$ cat src/hdl/med_pkg.sv
// types, character codes and limits shared by the entity decoder files
`timescale 1ns / 1ps

package med_pkg;

  localparam int CU_W = 16;
  localparam int CP_W = 21;

  typedef logic [CU_W-1:0] med_unit_t;
  typedef logic [CP_W-1:0] med_cp_t;

  localparam med_unit_t UNIT_AMP  = 16'h0026;
  localparam med_unit_t UNIT_SEMI = 16'h003B;
  localparam med_unit_t UNIT_HASH = 16'h0023;
  localparam med_unit_t UNIT_0    = 16'h0030;
  localparam med_unit_t UNIT_9    = 16'h0039;
  localparam med_unit_t UNIT_A_UP = 16'h0041;
  localparam med_unit_t UNIT_F_UP = 16'h0046;
  localparam med_unit_t UNIT_X_UP = 16'h0058;
  localparam med_unit_t UNIT_A_LO = 16'h0061;
  localparam med_unit_t UNIT_B_LO = 16'h0062;
  localparam med_unit_t UNIT_F_LO = 16'h0066;
  localparam med_unit_t UNIT_G_LO = 16'h0067;
  localparam med_unit_t UNIT_L_LO = 16'h006C;
  localparam med_unit_t UNIT_M_LO = 16'h006D;
  localparam med_unit_t UNIT_N_LO = 16'h006E;
  localparam med_unit_t UNIT_O_LO = 16'h006F;
  localparam med_unit_t UNIT_P_LO = 16'h0070;
  localparam med_unit_t UNIT_Q_LO = 16'h0071;
  localparam med_unit_t UNIT_S_LO = 16'h0073;
  localparam med_unit_t UNIT_T_LO = 16'h0074;
  localparam med_unit_t UNIT_U_LO = 16'h0075;
  localparam med_unit_t UNIT_X_LO = 16'h0078;

  localparam med_cp_t CP_AMP   = 21'h000026;
  localparam med_cp_t CP_LT    = 21'h00003C;
  localparam med_cp_t CP_GT    = 21'h00003E;
  localparam med_cp_t CP_QUOT  = 21'h000022;
  localparam med_cp_t CP_APOS  = 21'h000027;
  localparam med_cp_t CP_NBSP  = 21'h0000A0;
  localparam med_cp_t CP_LIMIT = 21'h10FFFF;
  localparam med_cp_t CP_SAT   = 21'h110000;
  localparam med_cp_t SURR_LO  = 21'h00D800;
  localparam med_cp_t SURR_HI  = 21'h00DFFF;

  typedef enum logic [2:0] {
    ST_IDLE,
    ST_SCAN,
    ST_DROP,
    ST_FLUSH,
    ST_DONE
  } med_state_t;

  typedef struct packed {
    logic    emit;
    logic    finish;
    med_cp_t cp;
  } med_emit_t;

  typedef struct packed {
    logic    ok;
    med_cp_t acc;
  } med_digit_t;

endpackage

$ cat src/hdl/med_in_if.sv
// request channel carrying one text code unit and the end-of-text mark
`timescale 1ns / 1ps

interface med_in_if;
  import med_pkg::*;

  logic      valid;
  logic      ready;
  med_unit_t code_unit;
  logic      end_of_text;

  modport source(output valid, code_unit, end_of_text, input ready);
  modport sink(input valid, code_unit, end_of_text, output ready);
endinterface

$ cat src/hdl/med_out_if.sv
// request channel carrying one decoded code point and the last-of-run mark
`timescale 1ns / 1ps

interface med_out_if;
  import med_pkg::*;

  logic    valid;
  logic    ready;
  med_cp_t code_point;
  logic    last_of_run;

  modport source(output valid, code_point, last_of_run, input ready);
  modport sink(input valid, code_point, last_of_run, output ready);
endinterface

$ cat src/hdl/markup_entity_decoder.sv
// entity decoder top level: unit buffer, sequencer and reference matching
// a unit is accepted only while the sequencer is idle; each result passes the holding register
// and then the output register. Buffered units are rescanned after a failed reference, dropped
// after a matched reference and flushed at end of text; the sequencer handles one buffered unit
// per cycle through the digit unit while the output register does not stall it
// reset: synchronous rst clears the sequencer, counts, open flag and output valid
`timescale 1ns / 1ps

module markup_entity_decoder #(
  parameter int MAX_REF_SPAN = 12
) (
  input  logic      clk,
  input  logic      rst,
  med_in_if.sink    text_in,
  med_out_if.source char_out
);
  import med_pkg::*;

  localparam int DEPTH = MAX_REF_SPAN + 1;
  localparam int IW    = $clog2(DEPTH);
  localparam int CW    = $clog2(DEPTH + 1);

  med_state_t  state, state_next;
  logic [CW-1:0] len, len_next;
  logic [CW-1:0] scan, scan_next;
  logic        ref_open, ref_open_next;
  logic        eot;

  med_unit_t   held [DEPTH];

  logic        num_ok;
  logic        hex;
  logic        has_digit;
  med_cp_t     acc;

  med_unit_t   cur;
  logic        at_end;
  logic        shift;
  logic        append;
  logic        accept;
  logic        go;
  logic        ref_ok;
  med_cp_t     ref_cp;
  logic        num_match;
  med_emit_t   req;
  med_digit_t  dig;

  assign text_in.ready = (state == ST_IDLE);
  assign accept        = text_in.valid && text_in.ready;
  assign cur           = held[scan[IW-1:0]];
  assign at_end        = (scan == len);

  med_digit_acc u_digit (
    .unit (cur),
    .hex  (hex),
    .acc  (acc),
    .res  (dig)
  );

  med_result_stage u_result (
    .clk      (clk),
    .rst      (rst),
    .req      (req),
    .go       (go),
    .char_out (char_out)
  );

  // body match at the closing semicolon
  always_comb begin
    num_match = (scan >= CW'(2)) && num_ok && has_digit && (acc != '0) &&
                (acc <= CP_LIMIT) && !(acc >= SURR_LO && acc <= SURR_HI);
    ref_ok = 1'b1;
    ref_cp = '0;
    if (scan == CW'(4) && held[1] == UNIT_A_LO && held[2] == UNIT_M_LO &&
        held[3] == UNIT_P_LO) begin
      ref_cp = CP_AMP;
    end else if (scan == CW'(3) && held[1] == UNIT_L_LO && held[2] == UNIT_T_LO) begin
      ref_cp = CP_LT;
    end else if (scan == CW'(3) && held[1] == UNIT_G_LO && held[2] == UNIT_T_LO) begin
      ref_cp = CP_GT;
    end else if (scan == CW'(5) && held[1] == UNIT_Q_LO && held[2] == UNIT_U_LO &&
                 held[3] == UNIT_O_LO && held[4] == UNIT_T_LO) begin
      ref_cp = CP_QUOT;
    end else if (scan == CW'(5) && held[1] == UNIT_A_LO && held[2] == UNIT_P_LO &&
                 held[3] == UNIT_O_LO && held[4] == UNIT_S_LO) begin
      ref_cp = CP_APOS;
    end else if (scan == CW'(5) && held[1] == UNIT_N_LO && held[2] == UNIT_B_LO &&
                 held[3] == UNIT_S_LO && held[4] == UNIT_P_LO) begin
      ref_cp = CP_NBSP;
    end else if (num_match) begin
      ref_cp = acc;
    end else begin
      ref_ok = 1'b0;
    end
  end

  always_comb begin
    state_next    = state;
    len_next      = len;
    scan_next     = scan;
    ref_open_next = ref_open;
    shift         = 1'b0;
    append        = 1'b0;
    req           = '0;
    unique case (state)
      ST_IDLE: begin
        if (text_in.valid) begin
          len_next   = len + CW'(1);
          state_next = ST_SCAN;
        end
      end
      ST_SCAN: begin
        if (at_end) begin
          state_next = (eot && ref_open) ? ST_FLUSH : ST_DONE;
        end else if (!ref_open) begin
          if (cur == UNIT_AMP) begin
            ref_open_next = 1'b1;
            scan_next     = CW'(1);
          end else begin
            req.emit = 1'b1;
            req.cp   = CP_W'(cur);
            shift    = 1'b1;
            len_next = len - CW'(1);
          end
        end else if (cur == UNIT_SEMI && ref_ok) begin
          req.emit   = 1'b1;
          req.cp     = ref_cp;
          state_next = ST_DROP;
        end else if (cur != UNIT_SEMI && scan < CW'(MAX_REF_SPAN)) begin
          append    = 1'b1;
          scan_next = scan + CW'(1);
        end else begin
          // failed reference: give out the ampersand, rescan from the unit after it
          req.emit      = 1'b1;
          req.cp        = CP_AMP;
          shift         = 1'b1;
          len_next      = len - CW'(1);
          scan_next     = '0;
          ref_open_next = 1'b0;
        end
      end
      ST_DROP: begin
        shift    = 1'b1;
        len_next = len - CW'(1);
        if (scan == '0) begin
          ref_open_next = 1'b0;
          state_next    = ST_SCAN;
        end else begin
          scan_next = scan - CW'(1);
        end
      end
      ST_FLUSH: begin
        req.emit = 1'b1;
        req.cp   = CP_W'(held[0]);
        shift    = 1'b1;
        len_next = len - CW'(1);
        if (len == CW'(1)) begin
          ref_open_next = 1'b0;
          scan_next     = '0;
          state_next    = ST_DONE;
        end
      end
      ST_DONE: begin
        req.finish = 1'b1;
        state_next = ST_IDLE;
      end
      default: begin
        state_next = ST_IDLE;
      end
    endcase
  end

  always_ff @(posedge clk) begin
    if (rst) begin
      state    <= ST_IDLE;
      len      <= '0;
      scan     <= '0;
      ref_open <= 1'b0;
      eot      <= 1'b0;
    end else if (go) begin
      state    <= state_next;
      len      <= len_next;
      scan     <= scan_next;
      ref_open <= ref_open_next;
      if (accept) begin
        eot <= text_in.end_of_text;
      end
    end
  end

  // unit buffer: new unit at the tail, consumed units leave from the head
  always_ff @(posedge clk) begin
    if (accept) begin
      held[len[IW-1:0]] <= text_in.code_unit;
    end else if (go && shift) begin
      for (int i = 0; i < DEPTH - 1; i++) begin
        held[i] <= held[i+1];
      end
    end
  end

  // numeric body tracking, one appended unit per cycle while the sequencer is not stalled
  always_ff @(posedge clk) begin
    if (go && append) begin
      if (scan == CW'(1)) begin
        num_ok    <= (cur == UNIT_HASH);
        hex       <= 1'b0;
        has_digit <= 1'b0;
        acc       <= '0;
      end else if (scan == CW'(2) && (cur == UNIT_X_LO || cur == UNIT_X_UP)) begin
        hex <= 1'b1;
      end else if (!dig.ok) begin
        num_ok <= 1'b0;
      end else begin
        acc       <= dig.acc;
        has_digit <= 1'b1;
      end
    end
  end

endmodule

$ cat src/hdl/med_digit_acc.sv
// digit unit: decodes one decimal or hex digit and accumulates it with saturation
`timescale 1ns / 1ps

module med_digit_acc (
  input  med_pkg::med_unit_t  unit,
  input  logic                hex,
  input  med_pkg::med_cp_t    acc,
  output med_pkg::med_digit_t res
);
  import med_pkg::*;

  localparam int SW = CP_W + 4;

  logic          is_digit;
  logic [3:0]    digit;
  logic [SW-1:0] scaled;
  logic [SW-1:0] total;

  always_comb begin
    is_digit = 1'b0;
    digit    = '0;
    if (unit >= UNIT_0 && unit <= UNIT_9) begin
      is_digit = 1'b1;
      digit    = 4'(unit - UNIT_0);
    end else if (hex && unit >= UNIT_A_LO && unit <= UNIT_F_LO) begin
      is_digit = 1'b1;
      digit    = 4'(unit - UNIT_A_LO + 16'd10);
    end else if (hex && unit >= UNIT_A_UP && unit <= UNIT_F_UP) begin
      is_digit = 1'b1;
      digit    = 4'(unit - UNIT_A_UP + 16'd10);
    end
  end

  // times 16 or times 10 as shift and add
  always_comb begin
    if (hex) begin
      scaled = {acc, 4'b0000};
    end else begin
      scaled = {1'b0, acc, 3'b000} + {3'b000, acc, 1'b0};
    end
    total = scaled + SW'(digit);
  end

  always_comb begin
    res.ok  = is_digit;
    res.acc = (total > SW'(CP_LIMIT)) ? CP_SAT : total[CP_W-1:0];
  end

endmodule

$ cat src/hdl/med_result_stage.sv
// result holding register and output register, marks the last result of each run
`timescale 1ns / 1ps

module med_result_stage (
  input  logic               clk,
  input  logic               rst,
  input  med_pkg::med_emit_t req,
  output logic               go,
  med_out_if.source          char_out
);
  import med_pkg::*;

  logic    out_valid;
  med_cp_t out_cp;
  logic    out_last;
  logic    hold_valid;
  med_cp_t hold_cp;
  logic    out_free;
  logic    push;

  assign out_free = !out_valid || char_out.ready;
  assign push     = hold_valid && (req.emit || req.finish);
  assign go       = !push || out_free;

  assign char_out.valid       = out_valid;
  assign char_out.code_point  = out_cp;
  assign char_out.last_of_run = out_last;

  always_ff @(posedge clk) begin
    if (rst) begin
      out_valid  <= 1'b0;
      hold_valid <= 1'b0;
    end else begin
      if (go && push) begin
        out_valid <= 1'b1;
      end else if (char_out.ready) begin
        out_valid <= 1'b0;
      end
      if (go && req.emit) begin
        hold_valid <= 1'b1;
      end else if (go && req.finish) begin
        hold_valid <= 1'b0;
      end
    end
  end

  always_ff @(posedge clk) begin
    if (go && push) begin
      out_cp   <= hold_cp;
      out_last <= req.finish;
    end
    if (go && req.emit) begin
      hold_cp <= req.cp;
    end
  end

endmodule
$ cat src/flat_wrapper.sv
// flat-port wrapper written by rule: the top's interface ports become plain ports
module markup_entity_decoder_flat import med_pkg::*;
#(
  parameter int MAX_REF_SPAN = 12
)
  (clk, rst, text_in_valid, text_in_code_unit, text_in_end_of_text, text_in_ready, char_out_valid, char_out_code_point, char_out_last_of_run, char_out_ready);
  med_in_if text_in_i ();
  med_out_if char_out_i ();
  input  logic clk;
  input  logic rst;
  input wire logic [$bits(text_in_i.valid)-1:0] text_in_valid;
  input wire logic [$bits(text_in_i.code_unit)-1:0] text_in_code_unit;
  input wire logic [$bits(text_in_i.end_of_text)-1:0] text_in_end_of_text;
  output wire logic [$bits(text_in_i.ready)-1:0] text_in_ready;
  output wire logic [$bits(char_out_i.valid)-1:0] char_out_valid;
  output wire logic [$bits(char_out_i.code_point)-1:0] char_out_code_point;
  output wire logic [$bits(char_out_i.last_of_run)-1:0] char_out_last_of_run;
  input wire logic [$bits(char_out_i.ready)-1:0] char_out_ready;
  assign text_in_i.valid = text_in_valid;
  assign text_in_i.code_unit = text_in_code_unit;
  assign text_in_i.end_of_text = text_in_end_of_text;
  assign text_in_ready = text_in_i.ready;
  assign char_out_valid = char_out_i.valid;
  assign char_out_code_point = char_out_i.code_point;
  assign char_out_last_of_run = char_out_i.last_of_run;
  assign char_out_i.ready = char_out_ready;
  markup_entity_decoder #(.MAX_REF_SPAN(MAX_REF_SPAN)) u_core (.clk(clk), .rst(rst), .text_in(text_in_i), .char_out(char_out_i));
endmodule
$ cat config.mk
export PLATFORM = sky130hd
export DESIGN_NAME = markup_entity_decoder_flat
export DESIGN_NICKNAME = d
export VERILOG_FILES = /design/src/hdl/med_pkg.sv /design/src/hdl/med_in_if.sv /design/src/hdl/med_out_if.sv /design/src/hdl/markup_entity_decoder.sv /design/src/hdl/med_digit_acc.sv /design/src/hdl/med_result_stage.sv /design/src/flat_wrapper.sv
export SDC_FILE = /design/constraint.sdc
export NUM_CORES = 1
export LEC_CHECK = 0
export ABC_AREA = 1
export BUFFER_PORTS_ARGS = -buffer_cell sky130_fd_sc_hd__buf_2
export CELL_PAD_IN_SITES_DETAIL_PLACEMENT = 0
export CELL_PAD_IN_SITES_GLOBAL_PLACEMENT = 1
export CORE_MARGIN = 8
export CORE_UTILIZATION = 44
export CTS_CLUSTER_SIZE = 20
export DETAILED_ROUTE_END_ITERATION = 8
export PLACE_DENSITY_LB_ADDON = 0.1
export SYNTH_ARGS = -nofsm -noshare
export SYNTH_HDL_FRONTEND = slang
export SYNTH_SLANG_ARGS = --single-unit
$ cat constraint.sdc
create_clock -name clk -period 5.3 [get_ports clk]
set_input_delay 0.265 -clock clk [delete_from_list [all_inputs] [get_ports clk]]
set_output_delay 0.265 -clock clk [all_outputs]
set_load 0.005 [all_outputs]
# Word level (Yosys, flattened, before mapping)
# Memory sizes are Yosys's and may differ from the RTL's. A register that Yosys moved wholly into a read port is not among the register bits.
# Cells that the tools add are included.
[op_classes]
addsub = 11
order_cmp = 12
n_eq_ne = 46
mux = 96
reduce_logical = 67
[op_table]
columns = ["op", "n"]
rows = [
  ["16-bit by 7-bit equality test with 1-bit output (second input constant)", 18],
  ["21-bit 2-to-1 mux", 13],
  ["4-bit 2-to-1 mux", 19],
  ["16-bit by 6-bit equality test with 1-bit output (second input constant)", 3],
  ["1-bit 2-to-1 mux", 46],
  ["21-bit one-hot mux with 2 select lines", 1],
  ["1-bit logical AND", 41],
  ["16-bit by 7-bit >= comparator with 1-bit output (second input constant)", 2],
  ["16-bit by 7-bit <= comparator with 1-bit output (second input constant)", 2],
  ["16-bit 2-to-1 mux", 2],
  ["24-bit by 22-bit adder with 25-bit output", 1],
  ["25-bit by 4-bit adder with 25-bit output", 1],
  ["25-bit by 21-bit > comparator with 1-bit output (second input constant)", 1],
  ["25-bit 2-to-1 mux", 1],
  ["4-bit one-hot mux with 3 select lines", 2],
  ["21-bit by 16-bit >= comparator with 1-bit output (second input constant)", 1],
  ["21-bit by 16-bit <= comparator with 1-bit output (second input constant)", 1],
  ["21-bit <= comparator (second input constant)", 1],
  ["3-bit 2-to-1 mux", 7],
  ["21-bit nonzero test", 1],
  ["4-bit by 1-bit subtractor with 4-bit output (second input constant)", 5],
  ["16-bit by 6-bit >= comparator with 1-bit output (second input constant)", 1],
  ["16-bit by 6-bit <= comparator with 1-bit output (second input constant)", 1],
  ["16-bit by 6-bit inequality test with 1-bit output (second input constant)", 1],
  ["other kinds (33)", 60],
]
[word_totals]
ff_bits = 82
mem_bits_rw = 208
inputBits = 21
out_inout_bits = 24
n_memories = 1
[mem_list]
columns = ["name", "depth", "word_bits", "rd", "rd_ports_with_merged_regs", "wr", "line_no", "source"]
rows = [
  ["u_core.held", 13, 16, 14, 1, 12, "markup_entity_decoder.sv:29", "med_unit_t held [DEPTH];"],
]

# Longest topological paths before layout
# Gate-level depths: netlist of the first run.
[logic_depth]
word_depth = 28
ltp_mapped = 38
mapped_depth_nobuf = 35

# By module
# A second synthesis of the first run with hierarchy kept.
[unflattened]
hier_cells = 2611
hier_area_um2 = 20664.8
[by_module_without_submodules]
columns = ["mod", "n_inst", "cells_per_inst", "area_each_um2", "seq_area_each_um2"]
rows = [
  ["markup_entity_decoder", 1, 2051, 16580.9, 8748.4],
  ["med_digit_acc", 1, 504, 2697.6, 0.0],
  ["med_result_stage", 1, 56, 1386.3, 1331.3],
]

# Least setup slack after synthesis of the first run
# No wires, ideal clock.
[synth_timing]
path_kind = "reg-to-reg"
start = "register with a tool-made name"
end = "register u_core.acc[17], data pin"
setup_ps = 260
arrival_time_ps = 4803
setup_slack_ps = 237
path_stages_with_launch = 35
n_path_buf = 5
period_less_slack_ps = 5063
cell_sequence = "dfxtp_1 -> buf_6 -> inv_2 -> buf_6 -> buf_2 -> clkbuf_1 -> nor2_1 -> o211ai_1 -> nand3_1 -> nand2_1 -> inv_1 -> ha_1 -> nor3b_1 -> nand3_1 -> nand4_1 -> a21oi_1 -> or2_2 -> nand2_1 -> nor2_1 -> ha_1 -> nand3_1 -> nand3_1 -> nand3_1 -> nor2_1 -> nand2_1 -> nor2_1 -> nand3_1 -> nor2_1 -> nand3_1 -> nor2_1 -> xnor2_1 -> o21ai_2 -> nand3_2 -> buf_2 -> nor2_1"
[synth_lines]
columns = ["item", "line_no", "source"]
rows = [
  ["end signal, assigned", "markup_entity_decoder.sv:215", "acc <= dig.acc;"],
  ["end, declared", "markup_entity_decoder.sv:34", "med_cp_t acc;"],
]

==> results of run 1 <==
[sequential cells by signal, indices dropped and copies added (netlist names), 3 cells and up, named ones only]
signal / cells
u_core.state: 3
u_core.len: 4
u_core.scan: 4
u_core.held: 256
u_core.acc: 21
u_core.u_result.hold_cp: 21
u_core.u_result.char_out.code_point: 21
[stage by stage]
step / hold slack [ns] / setup slack, ns
detailed placement: 0.4045 / -0.1331
global placement: 0.4033 / 0.03835
CTS: 0.07149 / 0.06983
global route: 0.1122 / -0.07741
finish: 0.09753 / 0.2891
floorplan: 0.3341 / 0.2369
[per-layer routing]
metal  track usage  vias to the layer above  wire (um)
met2        0.3865                      506      29070
met5             0                        -          0
met4       0.05915                        0       1511
met1        0.3166                     7757      26980
li1              -                     8047          -
met3       0.02662                       95       3102
[cells by family (layout without fill, tap and decap cells)]
| logic type | count (synthesis) | in the layout | synth area share |
|---|---|---|---|
| xor gates and xnor gates | 22 | 22 | 0.009919 |
| AOI/OAI and AO/OA | 285 | 285 | 0.08283 |
| DFF | 342 | 342 | 0.5189 |
| adders and majority gates | 36 | 36 | 0.02396 |
| buffers and inverters | 376 | 476 | 0.08148 |
| and+or+nand+nor | 1280 | 1282 | 0.2829 |
[worst max-delay path: cells and delay by family (launching register included)]
family	cells	cell delay, ns
AND/OR/NAND/NOR	18	2.05
buffers and inverters	4	0.45
flip-flops	1	0.47
adder cells (fa/ha/maj)	3	0.58
AO/OA/AOI/OAI	7	1.21
[cells in the mapped netlist (2+ instances only)]
master    instances  area [sq um]
nand2_1         636          2387
nand3_1         335          1677
edfxtp_1        323          9699
inv_1           253         949.7
nor2_1          202         758.2
o21ai_0         123         615.6
buf_2            65         325.3
a21oi_1          47         235.2
o21ai_1          47         235.2
ha_1             34         425.4
nand4_1          34         212.7
nor3_1           34         170.2
clkbuf_1         28         105.1
dfxtp_1          19         380.4
o211ai_1         19         142.6
o21ai_2          13         113.9
xor2_1           13         113.9
o22ai_1          12         75.07
buf_6             9         101.4
xnor2_1           9         78.83
a22oi_1           8         60.06
nor4_1            7         43.79
buf_1             6         22.52
buf_4             6         45.04
or2_2             6         37.54
inv_2             5         18.77
a21boi_0          4         30.03
clkinv_1          4         15.01
nand3_2           4         40.04
nand3b_1          4         30.03
nor2_2            4         25.02
nand2_2           3         18.77
nor3b_1           3         22.52
or2_1             3         18.77
a21boi_1          2         15.01
a21o_1            2         15.01
a31oi_1           2         12.51
fa_1              2         40.04
o221ai_1          2         17.52
[final timing paths]
| path | end | slack [ns] |
|---|---|---|
| max | u_core.acc[16] | 0.29 |
| min | u_core.u_result.char_out.valid | 0.1 |
| max reg2reg | u_core.acc[16] | 0.29 |
| min reg2reg | u_core.u_result.char_out.code_point[18] | 0.41 |
[cells in the final DEF, fill, tap and decap left out, drive strengths merged, types with 9 or more instances in the layout]
master / n
a21oi: 49
edfxtp: 323
dlygate4sd3: 18
o211ai: 19
xor2: 13
xnor2: 9
nand3: 341
inv: 260
nor3: 34
nand4: 34
clkbuf: 57
clkinv: 18
nand2: 640
dfxtp: 19
nor2: 208
or2: 9
ha: 34
buf: 120
o22ai: 12
o21ai: 183
[power by group through the flow]
stage	clock network [mW]	logic (mW)	registers [mW]
after global routing	2.84	7.93	5.24
after floorplan	0	4.58	5.01
after CTS	2.74	6.90	5.12
final	2.68	7.20	5.14
after detailed placement	0	6.87	5.17
after global placement	0	6.81	5.14
[repair_timing]
action / CTS / global route
pin swaps: 0 / 18
setup buffers: 0 / 8
hold buffers: 18 / 0
endpoints found under the setup margin: 17 / 21
gates resized for setup: 2 / 50
cloned: 0 / 8
endpoints found under the hold margin: 70 / 0
[layout make-up]
cell class	instances	share of cell area
repair buffers	144	0.05716
clock inverters	19	0.008126
flip-flops and latches	342	0.4517
well taps	592	0.03318
multi-input cells	1625	0.3578
inverters	262	0.04438
clock buffers	51	0.04764
==> results.yml, run 1 <==
die:
  die_area_sq_um: 51130
  core_area_sq_um: 43930
  io-pin-count: 45
  die_y_um: 226.1
  chipWidth_um: 226.1
  rows: 77
  start_util: 0.4422
global_route:
  grt_max_degree: 112
  antenna_found_initial: 0
  grt_use_total: 0.2310
  grt_first_pass_wirelength_mm: 91.74
  grt_pass1_vias: 15353
  gr-total-overflow: 0
placed_design:
  place_area_sq_um: 20450
  port_buffers: 44
  dp_cells: 2931
  dpl.hpwl_mm: 42.78
  gp_congestion: 0.9217
sta:
  slew_headroom: 0.4608
  slew_viol_final: 0
  max_freq_mhz: 199.6
  fin_crit_sh: 0.9455
  finalCriticalPeriod_ns: 5.011
  tightest_slew_ns: 0.8027
  fin_setup_tns_ns: 0
  finalSetupViolations: 0
  hold_violations: 0
  finClkSkew_ns: 0.01897
logic_synthesis:
  synth_area_sq_um: 19430
  yosysSeqAreaShare: 0.5189
  syn_nets: 2398
  postSynthCellCount: 2341
  synth-main-ff-cell: "edfxtp_1"
  synth_edf_count: 323
  syn_area_per_cell_sq_um: 8.298
  ys_ff_latch: 342
  synth_cell_types: 48
  yosysWarnings: 0
  async_flop_share: 0
drt:
  wl_per_cell_um: 19.99
  vias: 16405
  drc: 0
  detail-route-antenna-nets: 0
  vias_per_cell: 5.405
  first_pass_iters: 5
  drt-initial-drc-count: 1368
  wirelength_mm: 60.67
worst_setup_path:
  cp_slowest_cell: "dfxtp_4"
  worstPathRequired_ns: 5.61
  crit_path_start_kind: "flop"
  crit_type: "flop to flop"
  r2r_cells: 32
  cpMostUsedCell: "nand2_1"
  arrival_ns: 5.32
  crit_fanout: 7
  crit_path_end_kind: "flop"
  slowest_delay_ns: 0.47
clocking:
  h-tree-depth: 2
  cts_buffers: 39
  clockBufferDepth: 3
  cts_tree: "yes"
  clk_latency_ns: 0.57
  cts.clk_slew.worst_paths_ns: 0.06
  cts.sinks: 342
  clock-root-buffer: "clkbuf_16"
final_layout:
  final_nets: 2471
  final_util: 0.5082
  drive_above_1_share: 0.1064
  fin_cells: 3035
  multi_input_area_sq_um: 7989
  seq_area_sq_um: 10080
  n_fill_cell: 4250
  fin_area_sq_um: 22330
  syn2layout_area_growth_pct: 14.93
  antenna_cells: 0
min_path:
  min_from: "char_out_ready"
  holdCritPathClass: "input pin to flop"
  min_path_cells: 4
power:
  comb_power_share: 0.479
  vdd_drop_max_mv: 0.4714
  p_per_area_nw_per_um2: 673.1
  leakagePower_nw: 9.432
  pwr-share-clk: 0.179
  p_sw_frac: 0.4394
  internal-power_mw: 8.424
  p_total_mw: 15.03
  p_sw_mw: 6.603
  seq_power_share: 0.342
run:
  maxCapViolations: 0
run_status:
  status: "complete, no violations"
Note: power is estimated with default switching activity, not from simulation.
==> run 2: changes to the inputs <==
Settings changed: CORE_UTILIZATION 44 to 30.
==> results.yml, run 2 (synthesized netlist as in run 1, its figures left out) <==
run_status:
  status: "complete, no violations"
drt:
  detail-route-antenna-nets: 0
  first_pass_iters: 5
  vias_per_cell: 4.899
  route.met2.wl_mm: 31.67
  wl_per_cell_um: 19.84
  vias: 16305
  wirelength_mm: 66.03
  drt-initial-drc-count: 1294
  wl_met1_mm: 30.04
  wl_met3_mm: 2.533
  drc: 0
  top_layer_used: "met4"
power:
  p_total_mw: 15.50
  p_per_area_nw_per_um2: 674.7
  vdd_drop_max_mv: 0.3597
  leakagePower_nw: 9.642
placed_design:
  port_buffers: 44
  gp_congestion: 0.8748
  place_area_sq_um: 20980
  dp_cells: 3218
  dpl.hpwl_mm: 46.21
  post-place-ws_ns: 0.1842
final_layout:
  largest_register_ffs: 256
  final_util: 0.3577
  layout_commonest_cell: "nand2_1"
  drive_above_1_share: 0.1189
  final_nets: 2495
  regMostFlops: "u_core.held"
  syn2layout_area_growth_pct: 18.28
  final_cell_mix: "628 x nand2_1, 330 x nand3_1, 323 x edfxtp_1, 253 x inv_1, 194 x nor2_1"
  fin_area_sq_um: 22980
  antenna_cells: 0
  fin_cells: 3328
worst_setup_path:
  timing.rr.end: "u_core.acc[3]"
  arrival_ns: 5.29
  crit_type: "flop to flop"
  rrSetupSlack_ns: 0.44
  r2r_cells: 31
  critPathBufInv: 5
  cp_top_family: "simple AND/OR/NAND/NOR gates"
  crit_fanout: 21
  cp_slowest_cell: "dfxtp_4"
  crit_path_start_kind: "flop"
  cpMostUsedCell: "nand2_1"
  slowest_delay_ns: 0.44
  crit_path_end_kind: "flop"
  worstPathRequired_ns: 5.73
die:
  die_y_um: 270.5
  io-pin-count: 45
  chipWidth_um: 270.5
  rows: 93
  core_area_sq_um: 64230
  die_area_sq_um: 73150
  start_util: 0.3024
sta:
  finalWorstSetupSlack_ns: 0.4361
  hold_violations: 0
  tightest_slew_ns: 1.087
  fin_crit_sh: 0.9177
  finalSetupViolations: 0
  slew_viol_final: 0
  finClkSkew_ns: 0.04024
  finalCriticalPeriod_ns: 4.864
  slew_headroom: 0.2753
  max_freq_mhz: 205.6
clocking:
  cts.sinks: 342
  cts.clk_slew.worst_paths_ns: 0.06
  clockBufferDepth: 3
  cts_tree: "yes"
  clk_latency_ns: 0.60
  clock-root-buffer: "clkbuf_16"
  h-tree-depth: 2
  cts_buffers: 44
global_route:
  gr-total-overflow: 0
  grt_pass1_vias: 15667
  grt_max_degree: 112
  grt_use_total: 0.1706
  antenna_found_initial: 0
  grt_first_pass_wirelength_mm: 98.00
min_path:
  min_path_cells: 4
  min_from: "char_out_ready"
  min_to: "u_core.u_result.char_out.valid"
  holdCritPathClass: "input pin to flop"
run:
  maxCapViolations: 0
-- run 2: worst max-delay path by stage --
stage / slack (ns) / depth (start not counted) / to
5_1_grt: -0.04 / 34 / u_core.acc[15]
3_3_place_gp: 0.25 / 32 / u_core.acc[3]
3_5_place_dp: 0.18 / 30 / u_core.acc[3]
2_1_floorplan: 0.24 / 34 / u_core.acc[17]
4_1_cts: 0.13 / 30 / u_core.acc[3]
6_report: 0.44 / 31 / u_core.acc[3]
-- run 2: worst reg2reg max path: cells and delay by family (launching register included) --
kind / cells / cell delay (ns)
buffers and inverters: 5 / 0.80
adder cells (fa/ha/maj): 1 / 0.33
XOR/XNOR: 1 / 0.15
AND/OR/NAND/NOR: 22 / 2.57
flip-flops: 1 / 0.44
AO/OA/AOI/OAI: 2 / 0.38
-- run 2: metal layers --
layer  GRT usage  vias up
met1      0.2273     7747
met3     0.02117       95
li1            -     8088
met2      0.2869      375
met4     0.05325        0
met5           0        -
-- run 2: timing repair --
item	in CTS	in global routing
endpoints found under the hold margin	70	0
buffers inserted	0	4
hold buffers	18	0
endpoints found under the setup margin	0	21
resized for setup	0	40
-- run 2: power by group --
| group | internal [mW] | switching [mW] |
|---|---|---|
| logic | 2.28 | 5.03 |
| registers | 4.63 | 0.518 |
| clock network | 1.77 | 1.28 |
-- run 2: cell type report --
cell class,count,area (sq um)
fill,6767,41250
clock inverter,28,306.5
multi-input combinational,1623,7914
timing repair buffer,165,1454
clock buffer,53,1155
sequential,342,10080
tap,855,1070
inverter,262,993.5
-- run 2: through the flow --
| step | hold WS [ns] | setup TNS [ns] |
|---|---|---|
| floorplan | 0.3341 | 0 |
| detailed placement | 0.4125 | 0 |
| global route | 0.1247 | -0.07711 |
| global placement | 0.4104 | 0 |
| CTS | 0.06398 | 0 |
| finish | 0.1086 | 0 |
